[config.mk]
export PLATFORM = sky130hd
export DESIGN_NAME = programmable_interval_timer_flat
export DESIGN_NICKNAME = d
export VERILOG_FILES = /design/src/rtl/pit_pkg.sv /design/src/rtl/pit_if.sv /design/src/rtl/pit_channel.sv /design/src/rtl/programmable_interval_timer.sv /design/src/flat_wrapper.sv
export SDC_FILE = /design/constraint.sdc
export NUM_CORES = 1
export LEC_CHECK = 0
export BUFFER_PORTS_ARGS = -buffer_cell sky130_fd_sc_hd__buf_2
export CORE_AREA = 5 5 185 187
export DETAILED_ROUTE_END_ITERATION = 16
export DIE_AREA = 0 0 190 192
export PLACE_DENSITY = 0.53
export SYNTH_ARGS = -nofsm -noshare
export SYNTH_HDL_FRONTEND = slang
export SYNTH_SLANG_ARGS = --single-unit
export TNS_END_PERCENT = 30
[constraint.sdc]
create_clock -name clock -period 3.33 [get_ports clock]
set_clock_uncertainty 0.05 [all_clocks]
set_input_delay 0.1665 -clock clock [delete_from_list [all_inputs] [get_ports clock]]
set_output_delay 0.1665 -clock clock [all_outputs]
set_load 0.01 [all_outputs]
[src/rtl/pit_pkg.sv]
// shared types and constants for the interval timer
package pit_pkg;

   typedef enum logic [1:0] {
      CMD_READ  = 2'd0,
      CMD_WRITE = 2'd1,
      CMD_TICK  = 2'd2,
      CMD_NOP   = 2'd3
   } cmd_type;

   localparam logic [1:0] PORT_CMD  = 2'd3;

   localparam logic [1:0] ACC_LATCH = 2'd0;
   localparam logic [1:0] ACC_LO    = 2'd1;
   localparam logic [1:0] ACC_HI    = 2'd2;
   localparam logic [1:0] ACC_LOHI  = 2'd3;

   localparam logic [2:0] MODE_0    = 3'd0;
   localparam logic [2:0] MODE_2    = 3'd2;
   localparam logic [2:0] MODE_3    = 3'd3;
   localparam logic [2:0] MODE_FOLD = 3'd4;

   localparam int NUM_OUT = 3;

   typedef struct packed {
      cmd_type    cmd;
      logic [1:0] port_offset;
      logic       is_io;
      logic [7:0] write_data;
   } req_item_type;

   typedef struct packed {
      logic       rd_hit;
      logic       wr_hit;
      logic       cmd_hit;
      logic       tick;
      logic [7:0] data;
   } chan_ctrl_type;

   typedef struct packed {
      logic       level_in;
      logic [7:0] rd_data;
   } chan_stat_type;

endpackage

[src/rtl/pit_if.sv]
// request and response channel interfaces
interface pit_req_if;
   logic       valid;
   logic       ready;
   logic [1:0] cmd;
   logic [1:0] port_offset;
   logic       is_io;
   logic [7:0] write_data;

   modport source (output valid, cmd, port_offset, is_io, write_data, input ready);
   modport sink   (input valid, cmd, port_offset, is_io, write_data, output ready);
endinterface

interface pit_rsp_if;
   logic       valid;
   logic       ready;
   logic [7:0] read_data;
   logic       read_valid;
   logic       write_accepted;
   logic       irq_raise;
   logic [2:0] channel_outputs;

   modport source (output valid, read_data, read_valid, write_accepted, irq_raise,
                   channel_outputs, input ready);
   modport sink   (input valid, read_data, read_valid, write_accepted, irq_raise,
                   channel_outputs, output ready);
endinterface

[src/rtl/pit_channel.sv]
// one timer channel: count state, byte access and countdown
module pit_channel
   import pit_pkg::*;
#(
   parameter logic [1:0] CH_IDX = 2'd0
) (
   input  logic          clock,
   input  logic          reset,
   input  chan_ctrl_type ctrl,
   output chan_stat_type stat
);

   logic [15:0] reload_ff, reload_in;
   logic [15:0] count_ff, count_in;
   logic [15:0] latched_ff, latched_in;
   logic [1:0]  acc_ff, acc_in;
   logic [2:0]  mode_ff, mode_in;
   logic        level_ff, level_in;
   logic        phase_ff, phase_in;
   logic        latch_flag_ff, latch_flag_in;
   logic        rd_high_ff, rd_high_in;
   logic        wr_high_ff, wr_high_in;
   logic [7:0]  rd_data;

   always_comb begin
      logic [15:0] src;
      logic [15:0] step;
      logic        high;
      logic [2:0]  new_mode;
      reload_in     = reload_ff;
      count_in      = count_ff;
      latched_in    = latched_ff;
      acc_in        = acc_ff;
      mode_in       = mode_ff;
      level_in      = level_ff;
      phase_in      = phase_ff;
      latch_flag_in = latch_flag_ff;
      rd_high_in    = rd_high_ff;
      wr_high_in    = wr_high_ff;
      rd_data       = 8'd0;
      src           = latch_flag_ff ? latched_ff : count_ff;
      step          = 16'd0;
      high          = 1'b0;
      new_mode      = ctrl.data[3:1];

      if (ctrl.rd_hit) begin
         case (acc_ff)
            ACC_LO: begin
               latch_flag_in = 1'b0;
               rd_data       = src[7:0];
            end
            ACC_HI: begin
               latch_flag_in = 1'b0;
               rd_data       = src[15:8];
            end
            default: begin
               if (!rd_high_ff) begin
                  rd_high_in = 1'b1;
                  rd_data    = src[7:0];
               end else begin
                  rd_high_in    = 1'b0;
                  latch_flag_in = 1'b0;
                  rd_data       = src[15:8];
               end
            end
         endcase
      end else if (ctrl.wr_hit) begin
         case (acc_ff)
            ACC_LO:  high = 1'b0;
            ACC_HI:  high = 1'b1;
            default: begin
               high       = wr_high_ff;
               wr_high_in = !wr_high_ff;
            end
         endcase
         if (high) reload_in = {ctrl.data, reload_ff[7:0]};
         else      reload_in = {reload_ff[15:8], ctrl.data};
         if ((acc_ff == ACC_LO || acc_ff == ACC_HI || high) && mode_ff == MODE_0) begin
            level_in = 1'b1;
            count_in = reload_in;
         end
      end else if (ctrl.cmd_hit) begin
         if (ctrl.data[5:4] == ACC_LATCH) begin
            latched_in    = count_ff;
            latch_flag_in = 1'b1;
            rd_high_in    = 1'b0;
         end else begin
            if (new_mode inside {3'd6, 3'd7}) new_mode = new_mode - MODE_FOLD;
            acc_in        = ctrl.data[5:4];
            mode_in       = new_mode;
            latch_flag_in = 1'b0;
            rd_high_in    = 1'b0;
            wr_high_in    = 1'b0;
            if (new_mode == MODE_0) level_in = 1'b0;
         end
      end else if (ctrl.tick) begin
         case (mode_ff)
            MODE_0: begin
               if (count_ff != 16'd0 && level_ff) begin
                  count_in = count_ff - 16'd1;
                  level_in = 1'b1;
               end else begin
                  level_in = 1'b0;
               end
            end
            MODE_2: begin
               if (count_ff != 16'd1) begin
                  count_in = count_ff - 16'd1;
                  level_in = 1'b1;
               end else begin
                  level_in = 1'b0;
               end
            end
            MODE_3: begin
               step     = count_ff[0] ? 16'd1 : 16'd2;
               count_in = count_ff - step;
               if (count_in != 16'd0) begin
                  level_in = 1'b1;
               end else if (phase_ff) begin
                  phase_in = 1'b0;
               end else begin
                  level_in = 1'b0;
                  phase_in = 1'b1;
               end
            end
            default: ;
         endcase
         if (!level_in && (mode_ff == MODE_0 || mode_ff == MODE_2 || mode_ff == MODE_3))
            count_in = reload_ff;
      end
   end

   always_ff @(posedge clock) begin
      if (reset) begin
         reload_ff     <= '0;
         count_ff      <= '0;
         latched_ff    <= '0;
         acc_ff        <= ACC_LATCH;
         mode_ff       <= MODE_0;
         level_ff      <= 1'b0;
         phase_ff      <= 1'b0;
         latch_flag_ff <= 1'b0;
         rd_high_ff    <= 1'b0;
         wr_high_ff    <= 1'b0;
      end else begin
         reload_ff     <= reload_in;
         count_ff      <= count_in;
         latched_ff    <= latched_in;
         acc_ff        <= acc_in;
         mode_ff       <= mode_in;
         level_ff      <= level_in;
         phase_ff      <= phase_in;
         latch_flag_ff <= latch_flag_in;
         rd_high_ff    <= rd_high_in;
         wr_high_ff    <= wr_high_in;
      end
   end

   assign stat.level_in = level_in;
   assign stat.rd_data  = rd_data;

`ifndef SYNTHESIS
   a_mode_stored: assert property (@(posedge clock) disable iff (reset)
      !(mode_ff == 3'd6 || mode_ff == 3'd7))
      else $error("channel %0d holds an unfolded mode", CH_IDX);
   a_rd_quiet: assert property (@(posedge clock) disable iff (reset)
      !ctrl.rd_hit |-> rd_data == 8'd0)
      else $error("channel %0d drives read data without a read", CH_IDX);
   a_mode0_load: assert property (@(posedge clock) disable iff (reset)
      ctrl.wr_hit && mode_ff == MODE_0 && (acc_ff == ACC_LO || acc_ff == ACC_HI)
      |=> level_ff && count_ff == reload_ff)
      else $error("channel %0d mode 0 load did not arm", CH_IDX);
`endif

endmodule

[src/rtl/programmable_interval_timer.sv]
// top level of the three-channel interval timer
//
//   channel  dir  payload
//   req_ch   in   cmd, port_offset, is_io, write_data
//   rsp_ch   out  read_data, read_valid, write_accepted, irq_raise, channel_outputs
//
// one request per cycle while the response side keeps up; a request passes the input register,
// then the channel state update and response register in one pass
// synchronous reset clears all channel state to zero
// the response register lets a new request in while a response waits; a stalled
// response holds the input register, and req_ch.ready drops only when both are full
module programmable_interval_timer
   import pit_pkg::*;
#(
   parameter int NUM_CHANNELS = 3
) (
   input logic       clock,
   input logic       reset,
   pit_req_if.sink   req_ch,
   pit_rsp_if.source rsp_ch
);

   localparam logic [1:0] NUM_PORTS = 2'(NUM_CHANNELS);

   logic          s1_valid_ff, s1_valid_in;
   req_item_type  s1_item_ff;
   logic          rsp_valid_ff, rsp_valid_in;
   logic [7:0]    rsp_read_data_ff;
   logic          rsp_read_valid_ff, rsp_write_acc_ff, rsp_irq_ff;
   logic [2:0]    rsp_outs_ff;
   logic          advance, fire, req_take;
   logic [7:0]    rd_or;
   logic [2:0]    outs_in;
   logic          data_port;
   chan_stat_type stat [NUM_CHANNELS];

   assign advance   = !rsp_valid_ff || rsp_ch.ready;
   assign fire      = s1_valid_ff && advance;
   assign req_ch.ready = !s1_valid_ff || advance;
   assign req_take  = req_ch.valid && req_ch.ready;
   assign data_port = s1_item_ff.port_offset < NUM_PORTS;

   always_comb begin
      s1_valid_in = s1_valid_ff;
      if (req_take)  s1_valid_in = 1'b1;
      else if (fire) s1_valid_in = 1'b0;
      rsp_valid_in = rsp_valid_ff;
      if (fire)              rsp_valid_in = 1'b1;
      else if (rsp_ch.ready) rsp_valid_in = 1'b0;
   end

   always_ff @(posedge clock) begin
      if (reset) begin
         s1_valid_ff  <= 1'b0;
         rsp_valid_ff <= 1'b0;
      end else begin
         s1_valid_ff  <= s1_valid_in;
         rsp_valid_ff <= rsp_valid_in;
      end
   end

   always_ff @(posedge clock) begin
      if (req_take) begin
         s1_item_ff.cmd         <= cmd_type'(req_ch.cmd);
         s1_item_ff.port_offset <= req_ch.port_offset;
         s1_item_ff.is_io       <= req_ch.is_io;
         s1_item_ff.write_data  <= req_ch.write_data;
      end
   end

   for (genvar g = 0; g < NUM_OUT; g++) begin : g_chan
      if (g < NUM_CHANNELS) begin : g_on
         chan_ctrl_type ctrl;
         assign ctrl.rd_hit  = fire && s1_item_ff.cmd == CMD_READ && s1_item_ff.is_io
                               && s1_item_ff.port_offset == 2'(g);
         assign ctrl.wr_hit  = fire && s1_item_ff.cmd == CMD_WRITE && s1_item_ff.is_io
                               && s1_item_ff.port_offset == 2'(g);
         assign ctrl.cmd_hit = fire && s1_item_ff.cmd == CMD_WRITE && s1_item_ff.is_io
                               && s1_item_ff.port_offset == PORT_CMD
                               && s1_item_ff.write_data[7:6] == 2'(g);
         assign ctrl.tick    = fire && s1_item_ff.cmd == CMD_TICK;
         assign ctrl.data    = s1_item_ff.write_data;

         pit_channel #(.CH_IDX(2'(g))) u_channel (
            .clock (clock),
            .reset (reset),
            .ctrl  (ctrl),
            .stat  (stat[g])
         );
         assign outs_in[g] = stat[g].level_in;
      end else begin : g_off
         assign outs_in[g] = 1'b0;
      end
   end

   always_comb begin
      rd_or = 8'd0;
      for (int i = 0; i < NUM_CHANNELS; i++) rd_or = rd_or | stat[i].rd_data;
   end

   always_ff @(posedge clock) begin
      if (fire) begin
         rsp_read_data_ff  <= rd_or;
         rsp_read_valid_ff <= s1_item_ff.cmd == CMD_READ && s1_item_ff.is_io && data_port;
         rsp_write_acc_ff  <= s1_item_ff.cmd == CMD_WRITE && s1_item_ff.is_io
                              && (s1_item_ff.port_offset == PORT_CMD || data_port);
         rsp_irq_ff        <= s1_item_ff.cmd == CMD_TICK && !outs_in[0];
         rsp_outs_ff       <= outs_in;
      end
   end

   assign rsp_ch.valid           = rsp_valid_ff;
   assign rsp_ch.read_data       = rsp_read_data_ff;
   assign rsp_ch.read_valid      = rsp_read_valid_ff;
   assign rsp_ch.write_accepted  = rsp_write_acc_ff;
   assign rsp_ch.irq_raise       = rsp_irq_ff;
   assign rsp_ch.channel_outputs = rsp_outs_ff;

`ifndef SYNTHESIS
   a_rd_wr_excl: assert property (@(posedge clock) disable iff (reset)
      rsp_valid_ff |-> !(rsp_read_valid_ff && rsp_write_acc_ff))
      else $error("response flags both a read and a write");
   a_irq_level: assert property (@(posedge clock) disable iff (reset)
      rsp_valid_ff && rsp_irq_ff |-> !rsp_outs_ff[0])
      else $error("interrupt with channel 0 output high");
   a_rd_zero: assert property (@(posedge clock) disable iff (reset)
      rsp_valid_ff && !rsp_read_valid_ff |-> rsp_read_data_ff == 8'd0)
      else $error("read data without a read hit");
   a_stall_hold: assert property (@(posedge clock) disable iff (reset)
      s1_valid_ff && !advance |=> s1_valid_ff && $stable(s1_item_ff))
      else $error("input register lost a request during a stall");
`endif

endmodule

[src/flat_wrapper.sv]
// flat-port wrapper written by rule: the top's interface ports become plain ports
module programmable_interval_timer_flat import pit_pkg::*;
#(
   parameter int NUM_CHANNELS = 3
)
  (clock, reset, req_ch_valid, req_ch_cmd, req_ch_port_offset, req_ch_is_io, req_ch_write_data, req_ch_ready, rsp_ch_valid, rsp_ch_read_data, rsp_ch_read_valid, rsp_ch_write_accepted, rsp_ch_irq_raise, rsp_ch_channel_outputs, rsp_ch_ready);
  pit_req_if req_ch_i ();
  pit_rsp_if rsp_ch_i ();
  input logic clock;
  input logic reset;
  input wire logic [$bits(req_ch_i.valid)-1:0] req_ch_valid;
  input wire logic [$bits(req_ch_i.cmd)-1:0] req_ch_cmd;
  input wire logic [$bits(req_ch_i.port_offset)-1:0] req_ch_port_offset;
  input wire logic [$bits(req_ch_i.is_io)-1:0] req_ch_is_io;
  input wire logic [$bits(req_ch_i.write_data)-1:0] req_ch_write_data;
  output wire logic [$bits(req_ch_i.ready)-1:0] req_ch_ready;
  output wire logic [$bits(rsp_ch_i.valid)-1:0] rsp_ch_valid;
  output wire logic [$bits(rsp_ch_i.read_data)-1:0] rsp_ch_read_data;
  output wire logic [$bits(rsp_ch_i.read_valid)-1:0] rsp_ch_read_valid;
  output wire logic [$bits(rsp_ch_i.write_accepted)-1:0] rsp_ch_write_accepted;
  output wire logic [$bits(rsp_ch_i.irq_raise)-1:0] rsp_ch_irq_raise;
  output wire logic [$bits(rsp_ch_i.channel_outputs)-1:0] rsp_ch_channel_outputs;
  input wire logic [$bits(rsp_ch_i.ready)-1:0] rsp_ch_ready;
  assign req_ch_i.valid = req_ch_valid;
  assign req_ch_i.cmd = req_ch_cmd;
  assign req_ch_i.port_offset = req_ch_port_offset;
  assign req_ch_i.is_io = req_ch_is_io;
  assign req_ch_i.write_data = req_ch_write_data;
  assign req_ch_ready = req_ch_i.ready;
  assign rsp_ch_valid = rsp_ch_i.valid;
  assign rsp_ch_read_data = rsp_ch_i.read_data;
  assign rsp_ch_read_valid = rsp_ch_i.read_valid;
  assign rsp_ch_write_accepted = rsp_ch_i.write_accepted;
  assign rsp_ch_irq_raise = rsp_ch_i.irq_raise;
  assign rsp_ch_channel_outputs = rsp_ch_i.channel_outputs;
  assign rsp_ch_i.ready = rsp_ch_ready;
  programmable_interval_timer #(.NUM_CHANNELS(NUM_CHANNELS)) u_core (.clock(clock), .reset(reset), .req_ch(req_ch_i), .rsp_ch(rsp_ch_i));
endmodule
==> qor.csv, run 1 <==
metric,value,unit
status,"finished, final reports clean",
cellLeakagePower,4.63,nW
synth-edff-count,27,
clk_latency,0.53,ns
cp-end-kind,flip-flop,
area_delta_synth_final,15.8,%
tightest_slew,1.00,ns
cts_tree,done,
io_buffers,32,
fin_crit,3.14,ns
antenna_found_initial,0,
cts_sinks,203,
power_density,448,nW/µm²
clock.fmax,318,MHz
period_share,94.3,%
max-cap-violations,0,
yosysWarnings,0,
ant_nets,0,
grt_pass1_wl,56.2,mm
ys_ff_latch,203,
comb_power_share,10.1,%
clk_pin_slew,0.06,ns
required,3.69,ns
grt_max_degree,162,
fin_area,12900,µm²
fp.coreArea,32300,µm²
vias,10372,
final_nets,1445,
worst_ep_arrival_time,3.50,ns
gp_congestion,0.901,
routedWlPerCell,19.0,µm
synthCells,1375,
wirelength,35.4,mm
fillCellCount,3339,
synth_cell_type_count,80,
p_clk_share,45.4,%
netlist.top_cell.by_area,dfxtp_1,
netlist.area_leader.share,31.5,%
setup_viol,0,
place_hpwl,24.6,mm
first_pass_iters,6,
numCtsBuffers,25,
seq_area_frac_synth,38.8,%
avgSynthCellArea,8.13,µm²
die_height,192,µm
slew_violations,0,
htreeDepth,1,
grt_pass1_vias,9918,
dpl_cell_area,12000,µm²
async_flop_share,0,%
start_util,34.6,%
synth_area,11200,µm²
peakVddDrop,0.426,mV
crit_path_start_kind,flip-flop,
via_per_inst,5.55,
drive_above_1_share,11.6,%
cts_root_buf,clkbuf_16,
power.share.switching,25.5,%
critPathMaxFanout,9,
syn-num-nets,1410,
switching_power,0.00148,W
power.total,0.00580,W
synth_ff_type,dfxtp_1,
synthTopCellsByArea,"dfxtp_1, mux2i_1, edfxtp_1",
p_int,0.00431,W
hp-class,input port to flip-flop,
die_w,190,µm
p_seq_share,44.4,%
rsz0062_at_grt,yes,
num_io_pins,33,
drc,0,
insertedDiodeCount,0,
crit_type,flip-flop to flip-flop,
hold_viol,0,
clock_path_buffers,3,
grt_usage,19.0,%
die_area,36500,µm²
relSlewSlack,33.1,%
fp-row-count,66,
dr.first_iter.drc_count,851,
overflow,0,
synthesized netlist by cell type (all sizes together) (6+ instances only):
master / instances
nand4: 13
o221ai: 8
or4: 8
or3: 12
xor2: 26
nand2: 193
a41oi: 10
a22oi: 9
nor2b: 14
o22ai: 18
buf: 13
nor3: 32
a211oi: 18
inv: 30
nor3b: 6
o211ai: 24
o21ai: 55
a311oi: 13
clkbuf: 95
o31a: 6
nor2: 149
xnor2: 8
or2: 9
a21oi: 127
dfxtp: 176
mux2i: 94
nor4: 23
and3: 9
and2: 10
ha: 18
nand3: 28
a31oi: 10
edfxtp: 27
path summary, 6_finish.rpt:
kind | end | slack [ns] | cells after the start | from
max | u_core.g_chan[2].g_on.u_channel.count_ff[3] | 0.19 | 9 | u_core.g_chan[2].g_on.u_channel.count_ff[1]
min | u_core.g_chan[1].g_on.u_channel.count_ff[0] | 0.13 | 3 | reset
max reg2reg | u_core.g_chan[2].g_on.u_channel.count_ff[3] | 0.19 | 9 | u_core.g_chan[2].g_on.u_channel.count_ff[1]
min reg2reg | u_core.g_chan[1].g_on.u_channel.reload_ff[14] | 0.40 | 2 | u_core.g_chan[1].g_on.u_channel.reload_ff[14]
cell families (layout without fill, tap and decap cells):
group,after synthesis,in the layout,synth area share (%)
AO/OA/AOI/OAI,357,357,21.1
multiplexers,95,95,8.55
XOR/XNOR,34,34,2.66
flip-flops,203,203,38.8
buffers and inverters,138,191,4.86
adder cells (fa/ha/maj),18,18,2.01
AND/OR/NAND/NOR,530,530,22.1
power by group through the flow:
stage | combinational [W] | sequential, W | clock, W
3_5_place_dp | 0.000568 | 0.00263 | 0
2_1_floorplan | 0.000396 | 0.00260 | 0
5_1_grt | 0.000643 | 0.00258 | 0.00282
6_report | 0.000588 | 0.00258 | 0.00263
4_1_cts | 0.000585 | 0.00258 | 0.00272
3_3_place_gp | 0.000569 | 0.00263 | 0
cell type report:
cell class	instances	area (µm²)	area share, %
Clock buffer	37	722	5.58
Clock inverter	8	68.8	0.531
Inverter	30	113	0.870
Multi-Input combinational cell	1034	6310	48.8
Sequential cell	203	4330	33.5
Tap cell	442	553	4.27
Timing Repair Buffer	116	843	6.51
state kept, by name (all words and copies together), names as in the netlist, 3 cells and up:
name / cells
u_core.g_chan.g_on.u_channel.count_ff: 48
u_core.g_chan.g_on.u_channel.rd_high_ff: 3
u_core.g_chan.g_on.u_channel.phase_ff: 3
u_core.g_chan.g_on.ctrl: 8
u_core.g_chan.g_on.u_channel.level_ff: 3
u_core.g_chan.g_on.u_channel.reload_ff: 48
u_core.g_chan.g_on.u_channel.latched_ff: 48
u_core.g_chan.g_on.u_channel.mode_ff: 9
u_core.g_chan.g_on.u_channel.acc_ff: 6
u_core.rsp_ch.read_data: 8
u_core.rsp_ch.channel_outputs: 3
u_core.g_chan.g_on.u_channel.wr_high_ff: 3
u_core.s1_item_ff: 5
u_core.g_chan.g_on.u_channel.latch_flag_ff: 3
stage by stage:
step | std cells | setup TNS [ns] | util (%) | setup slack (ns) | hold WS [ns]
after floorplan | 1375 | 0 | - | 0.313 | 0.215
after global placement | 1810 | 0 | 37.2 | 0.262 | 0.293
after detailed placement | 1810 | 0 | 37.2 | 0.204 | 0.295
after CTS | 1870 | 0 | 40.1 | 0.190 | 0.107
after global routing | 1870 | -0.0147 | 40.1 | -0.0147 | 0.137
final | 1870 | 0 | 40.1 | 0.188 | 0.131
cells in the final DEF, fill, tap and decap left out, types with 27 or more instances in the layout:
master	n
nand2_1	193
dfxtp_1	176
nor2_1	149
a21oi_1	126
mux2i_1	94
buf_4	69
o21ai_0	52
nor3_1	31
buf_2	31
inv_1	30
nand3_1	28
edfxtp_1	27
worst max-delay path, stage by stage (launching register included):
cell	delay, ns
dfxtp_1	0.37
inv_1	0.15
ha_1	0.26
or4b_1	0.48
o41a_1	0.35
a2111oi_2	0.33
and4_4	0.31
a31o_2	0.30
o21ai_0	0.15
a32o_1	0.27
per-layer routing:
metal,global-route usage [%],up-vias,part of all wire [%]
met2,30.8,273,45
met1,26.6,4974,47
met3,2.16,64,4.6
li1,-,5061,-
met5,0,-,0
met4,5.95,0,3.1
what timing repair did:
action                                  4_1_cts  5_1_grt
buffers inserted                              0        0
resized for setup                             0        2
hold endpoints to repair                     14        0
hold buffers                                 15        0
endpoints found under the setup margin        0        9
No activity file was read; power rests on OpenSTA's default activity.
==> inputs of run 2 (changes only) <==
==> constraint.sdc (replaced) <==
create_clock -name clock -period 3.6 [get_ports clock]
set_clock_uncertainty 0.05 [all_clocks]
set_input_delay 0.18 -clock clock [delete_from_list [all_inputs] [get_ports clock]]
set_output_delay 0.18 -clock clock [all_outputs]
set_load 0.01 [all_outputs]
==> qor.csv, run 2 (synthesis results as in run 1) <==
metric,value,unit,change
grt_usage,18.8,%,-0.19 points
grtUsageMet2,29.5,%,-1.2 points
grt_max_degree,69,,-57%
ant_nets,0,,unchanged
overflow,0,,unchanged
drive_above_1_share,10.3,%,-1.3 points
crit_path_top_delay_cell,or4b_1,,
period_share,96.3,%,+2.0 points
die_area,36500,µm²,unchanged
hold_viol,0,,unchanged
setup_tns,0,ns,unchanged
fp.coreArea,32300,µm²,unchanged
hp-class,input port to flip-flop,,
critPathBufInv,1,,unchanged
drc,0,,unchanged
use_met1,26.7,%,+0.083 points
fp-row-count,66,,unchanged
clock_path_buffers,3,,unchanged
reg_top3,"u_core.g_chan.g_on.u_channel.count_ff (48), u_core.g_chan.g_on.u_channel.latched_ff (48), u_core.g_chan.g_on.u_channel.reload_ff (48)",,
clk_pin_slew,0.06,ns,about the same
vias,10321,,-0.49%
dpl_cell_area,11800,µm²,-1.5%
switching_power,0.00136,W,-7.9%
area_delta_synth_final,14.8,%,
power.share.switching,24.6,%,-0.95 points
cellLeakagePower,4.55,nW,-1.9%
numCtsBuffers,25,,unchanged
use_met3,2.36,%,+0.20 points
clock.fmax,288,MHz,-9.4%
num_io_pins,33,,unchanged
layout_commonest_cell,nand2_1,,
layout_common_cells,"nand2_1, dfxtp_1, nor2_1, a21oi_1, mux2i_1",,
wirelength,35.2,mm,-0.68%
power_density,432,nW/µm²,-3.6%
dr.first_iter.drc_count,1022,,+20%
whs,0.0426,ns,-0.0886 ns
routedWlPerCell,19.1,µm,+0.66%
grt_pass1_wl,55.4,mm,-1.6%
critPathMaxFanout,12,,+3
p_clk_share,47.5,%,+2.1 points
start_util,34.6,%,unchanged
insertedDiodeCount,0,,unchanged
via_per_inst,5.59,,+0.86%
power.total,0.00554,W,-4.4%
worst_ep_arrival_time,3.85,ns,+0.35 ns
required,3.98,ns,+0.29 ns
crit_type,flip-flop to flip-flop,,
path_delay_family,compound AO/OA/AOI/OAI gates,,
tightest_slew,1.05,ns,+0.0511 ns
peakVddDrop,0.372,mV,-13%
gp_congestion,0.889,,-1.4%
p_int,0.00418,W,-3.2%
crit_path_start_kind,flip-flop,,
rsz0062_at_grt,no,,
die_w,190,µm,unchanged
cts_root_buf,clkbuf_16,,
htreeDepth,1,,unchanged
fin_area,12800,µm²,-0.86%
max-cap-violations,0,,unchanged
p_seq_share,43.3,%,-1.1 points
status,"finished, final reports clean",,
relSlewSlack,29.7,%,-3.4 points
setup_viol,0,,unchanged
busiest_layer,met2,,
place_hpwl,24.4,mm,-1.1%
path_cells,"inv_1, ha_1, or4b_1, o41a_1, a2111oi_2, and4_4, a31oi_4, mux2_4, a311oi_2",,
cp_slowest_stage_delay,0.59,ns,+0.11 ns
cts_tree,done,,
comb_power_share,9.2,%,-0.9 points
slew_violations,0,,unchanged
cts_sinks,203,,unchanged
io_buffers,32,,unchanged
grt_pass1_vias,9607,,-3.1%
cp-end-kind,flip-flop,,
die_height,192,µm,unchanged
clk_latency,0.52,ns,about the same
antenna_found_initial,0,,unchanged
first_pass_iters,5,,-1
final_nets,1422,,-1.6%
fin_crit,3.47,ns,+0.325 ns
[run 2: cell types whose count changed in the layout (fill, tap and decap cells not counted), moves of 2 or more]
cell,before,now
clkbuf_16,26,28
clkbuf_1,8,5
bufinv_16,1,3
clkinv_1,2,0
buf_4,69,47
[run 2: through the flow]
| stage | worst slack [ns] | utilization (%) | cells |
|---|---|---|---|
| 6_report | 0.133 | 39.8 | 1845 |
| 5_1_grt | 0.000488 | 39.8 | 1845 |
| 4_1_cts | 0.200 | 39.8 | 1845 |
| 3_5_place_dp | 0.220 | 36.6 | 1787 |
| 3_3_place_gp | 0.313 | 36.6 | 1787 |
| 2_1_floorplan | 0.583 | - | 1375 |
[run 2: routing by layer]
metal | vias to the layer above | routed length, µm
li1 | 5007 | -
met1 | 4931 | 16700
met2 | 308 | 15400
met3 | 75 | 1720
met4 | 0 | 1350
met5 | - | 0
[run 2: what timing repair did]
action,CTS,global route
resized for setup,0,1
hold buffers,15,0
endpoints found under the hold margin,14,0
endpoints found under the setup margin,0,2
setup buffers,0,0
[run 2: layout make-up]
type,instances,area (µm²)
Fill cell,3260,19500
Clock buffer,35,747
Tap cell,442,553
Inverter,30,113
Clock inverter,8,121
Timing Repair Buffer,93,658
Multi-Input combinational cell,1034,6310
Sequential cell,203,4330
[run 2: path summary, 6_finish.rpt]
path                                                      start                                             to  slack, ns  cells after the start
hold / removal                                            reset     u_core.g_chan[0].g_on.u_channel.mode_ff[0]       0.04                      2
setup / recovery    u_core.g_chan[2].g_on.u_channel.count_ff[1]    u_core.g_chan[2].g_on.u_channel.count_ff[7]       0.13                      9
setup reg to reg    u_core.g_chan[2].g_on.u_channel.count_ff[1]    u_core.g_chan[2].g_on.u_channel.count_ff[7]       0.13                      9
hold reg to reg   u_core.g_chan[0].g_on.u_channel.latched_ff[1]  u_core.g_chan[0].g_on.u_channel.latched_ff[1]       0.40                      2
[run 2: power by group through the flow]
stage	sequential (W)	clock, W	combinational, W
5_1_grt	0.00240	0.00280	0.000563
3_5_place_dp	0.00245	0	0.000493
2_1_floorplan	0.00240	0	0.000366
6_report	0.00240	0.00263	0.000511
4_1_cts	0.00240	0.00270	0.000509
3_3_place_gp	0.00244	0	0.000496
==> inputs of run 3 (changes only) <==
--- a/config.mk
+++ b/config.mk
@@ -6,10 +6,12 @@
 export NUM_CORES = 1
 export LEC_CHECK = 0
 export BUFFER_PORTS_ARGS = -buffer_cell sky130_fd_sc_hd__buf_2
+export CELL_PAD_IN_SITES_DETAIL_PLACEMENT = 1
+export CELL_PAD_IN_SITES_GLOBAL_PLACEMENT = 1
 export CORE_AREA = 5 5 185 187
 export DETAILED_ROUTE_END_ITERATION = 16
 export DIE_AREA = 0 0 190 192
-export PLACE_DENSITY = 0.53
+export PLACE_DENSITY = 0.64
 export SYNTH_ARGS = -nofsm -noshare
 export SYNTH_HDL_FRONTEND = slang
 export SYNTH_SLANG_ARGS = --single-unit
==> qor.csv, run 3 (synthesis results as in run 1) <==
metric,value,unit,change
status,"finished, final reports clean",,
dr.first_iter.drc_count,610,,-40%
fin_crit,3.43,ns,-0.0342 ns
clock.fmax,291,MHz,+1.0%
numCtsBuffers,26,,+4.0%
tightest_slew,1.21,ns,+0.157 ns
cts_setup_buffers,0,,unchanged
clk_pin_slew,0.06,ns,about the same
use_met1,30.3,%,+3.6 points
wirelength,38.7,mm,+9.9%
die_area,36500,µm²,unchanged
overflow,0,,unchanged
grt_pass1_vias,10504,,+9.3%
routedWlPerCell,20.9,µm,+9.5%
period_share,95.3,%,-0.95 points
layout_common_cells,"nand2_1, dfxtp_1, nor2_1, a21oi_1, mux2i_1",,
setup_viol,0,,unchanged
use_met3,2.65,%,+0.29 points
htreeDepth,1,,unchanged
drc,0,,unchanged
crit_path_start_kind,flip-flop,,
max-cap-violations,0,,unchanged
first_pass_iters,5,,unchanged
final_nets,1426,,+0.28%
die_height,192,µm,unchanged
finalWorstSetupSlack,0.168,ns,+0.0342 ns
reg_top3,"u_core.g_chan.g_on.u_channel.count_ff (48), u_core.g_chan.g_on.u_channel.latched_ff (48), u_core.g_chan.g_on.u_channel.reload_ff (48)",,
ant_nets,0,,unchanged
cp-end-kind,flip-flop,,
cts_sinks,203,,unchanged
grtUsageMet2,33.5,%,+4.0 points
area_delta_synth_final,15.1,%,
fp.coreArea,32300,µm²,unchanged
slew_violations,0,,unchanged
drive_above_1_share,11.1,%,+0.73 points
fp-row-count,66,,unchanged
via_per_inst,5.65,,+1.0%
pre_cts_slack,0.214,ns,-0.00596 ns
cellLeakagePower,4.56,nW,+0.36%
place_hpwl,26.9,mm,+10%
hp-class,input port to flip-flop,,
antenna_found_initial,0,,unchanged
die_w,190,µm,unchanged
busiest_layer,met2,,
grt_usage,21.0,%,+2.2 points
worst_ep_arrival_time,3.82,ns,-0.03 ns
cts_root_buf,clkbuf_16,,
io_buffers,32,,unchanged
grt_max_degree,162,,+130%
grt_pass1_wl,61.4,mm,+11%
required,3.99,ns,about the same
num_io_pins,33,,unchanged
clk_latency,0.55,ns,+0.03 ns
hold_viol,0,,unchanged
relSlewSlack,19.3,%,-10 points
start_util,34.6,%,unchanged
setup_tns,0,ns,unchanged
power.total,0.00548,W,-1.2%
rsz0062_at_grt,no,,
cts_tree,done,,
peakVddDrop,0.383,mV,+2.9%
fin_util,39.9,%,+0.11 points
layout_commonest_cell,nand2_1,,
clock_path_buffers,3,,unchanged
insertedDiodeCount,0,,unchanged
gp_congestion,0.890,,+0.10%
vias,10465,,+1.4%
critPathMaxFanout,12,,unchanged
crit_type,flip-flop to flip-flop,,
power_density,425,nW/µm²,-1.4%
-- run 3: cell count changes in the layout (fill, tap and decap cells not counted), sizes merged --
| cell | before | now |
|---|---|---|
| clkinv | 4 | 10 |
| bufinv | 3 | 1 |
| buf | 78 | 81 |
-- run 3: timing repair --
action | 4_1_cts | 5_1_grt
hold buffers | 15 | 0
resized for setup | 0 | 6
hold endpoints to repair | 14 | 0
setup endpoints to repair | 0 | 10
-- run 3: critical path: stages (launching register included) --
cell,delay [ns]
dfxtp_1,0.39
inv_1,0.14
ha_1,0.28
or4b_1,0.50
o41a_1,0.37
a2111oi_2,0.38
and4_4,0.32
a31oi_4,0.24
mux2_4,0.37
a311oi_2,0.27
-- run 3: metal layers --
metal	part of all wire, %	vias to the layer above
li1	-	5025
met1	49	5188
met2	45	191
met3	4.0	61
met4	2.5	0
met5	0	-
-- run 3: path summary, 6_finish.rpt --
| check | from | end | slack [ns] | cells after the start |
|---|---|---|---|---|
| setup / recovery | u_core.g_chan[2].g_on.u_channel.count_ff[0] | u_core.g_chan[2].g_on.u_channel.count_ff[7] | 0.17 | 9 |
| hold / removal | rsp_ch_ready | u_core.rsp_ch.valid | 0.11 | 3 |
| setup reg to reg | u_core.g_chan[2].g_on.u_channel.count_ff[0] | u_core.g_chan[2].g_on.u_channel.count_ff[7] | 0.17 | 9 |
| hold reg to reg | u_core.g_chan[0].g_on.u_channel.latched_ff[13] | u_core.g_chan[0].g_on.u_channel.latched_ff[13] | 0.40 | 2 |
-- run 3: report_power, final --
part	leakage (nW)	switching, W	total, W	internal, W
Clock	0.417	0.00105	0.00254	0.00150
Combinational	2.46	0.000345	0.000542	0.000197
Sequential	1.69	0.0000577	0.00239	0.00233
-- run 3: metrics by stage --
step / hold WS [ns] / instance area (µm²) / std cells
after global placement: 0.307 / 11900 / 1790
after CTS: 0.0695 / 12800 / 1852
after detailed placement: 0.308 / 11900 / 1790
final: 0.106 / 12900 / 1852
after global routing: 0.123 / 12900 / 1852
after floorplan: 0.229 / 11200 / 1375
-- run 3: layout make-up --
type	instances	area, µm²
clock buffers	35	734
clock inverters	12	98.8
fillers	3797	19400
inverters	30	113
multi-input cells	1034	6330
flip-flops and latches	203	4330
well taps	442	553
repair buffers	96	706
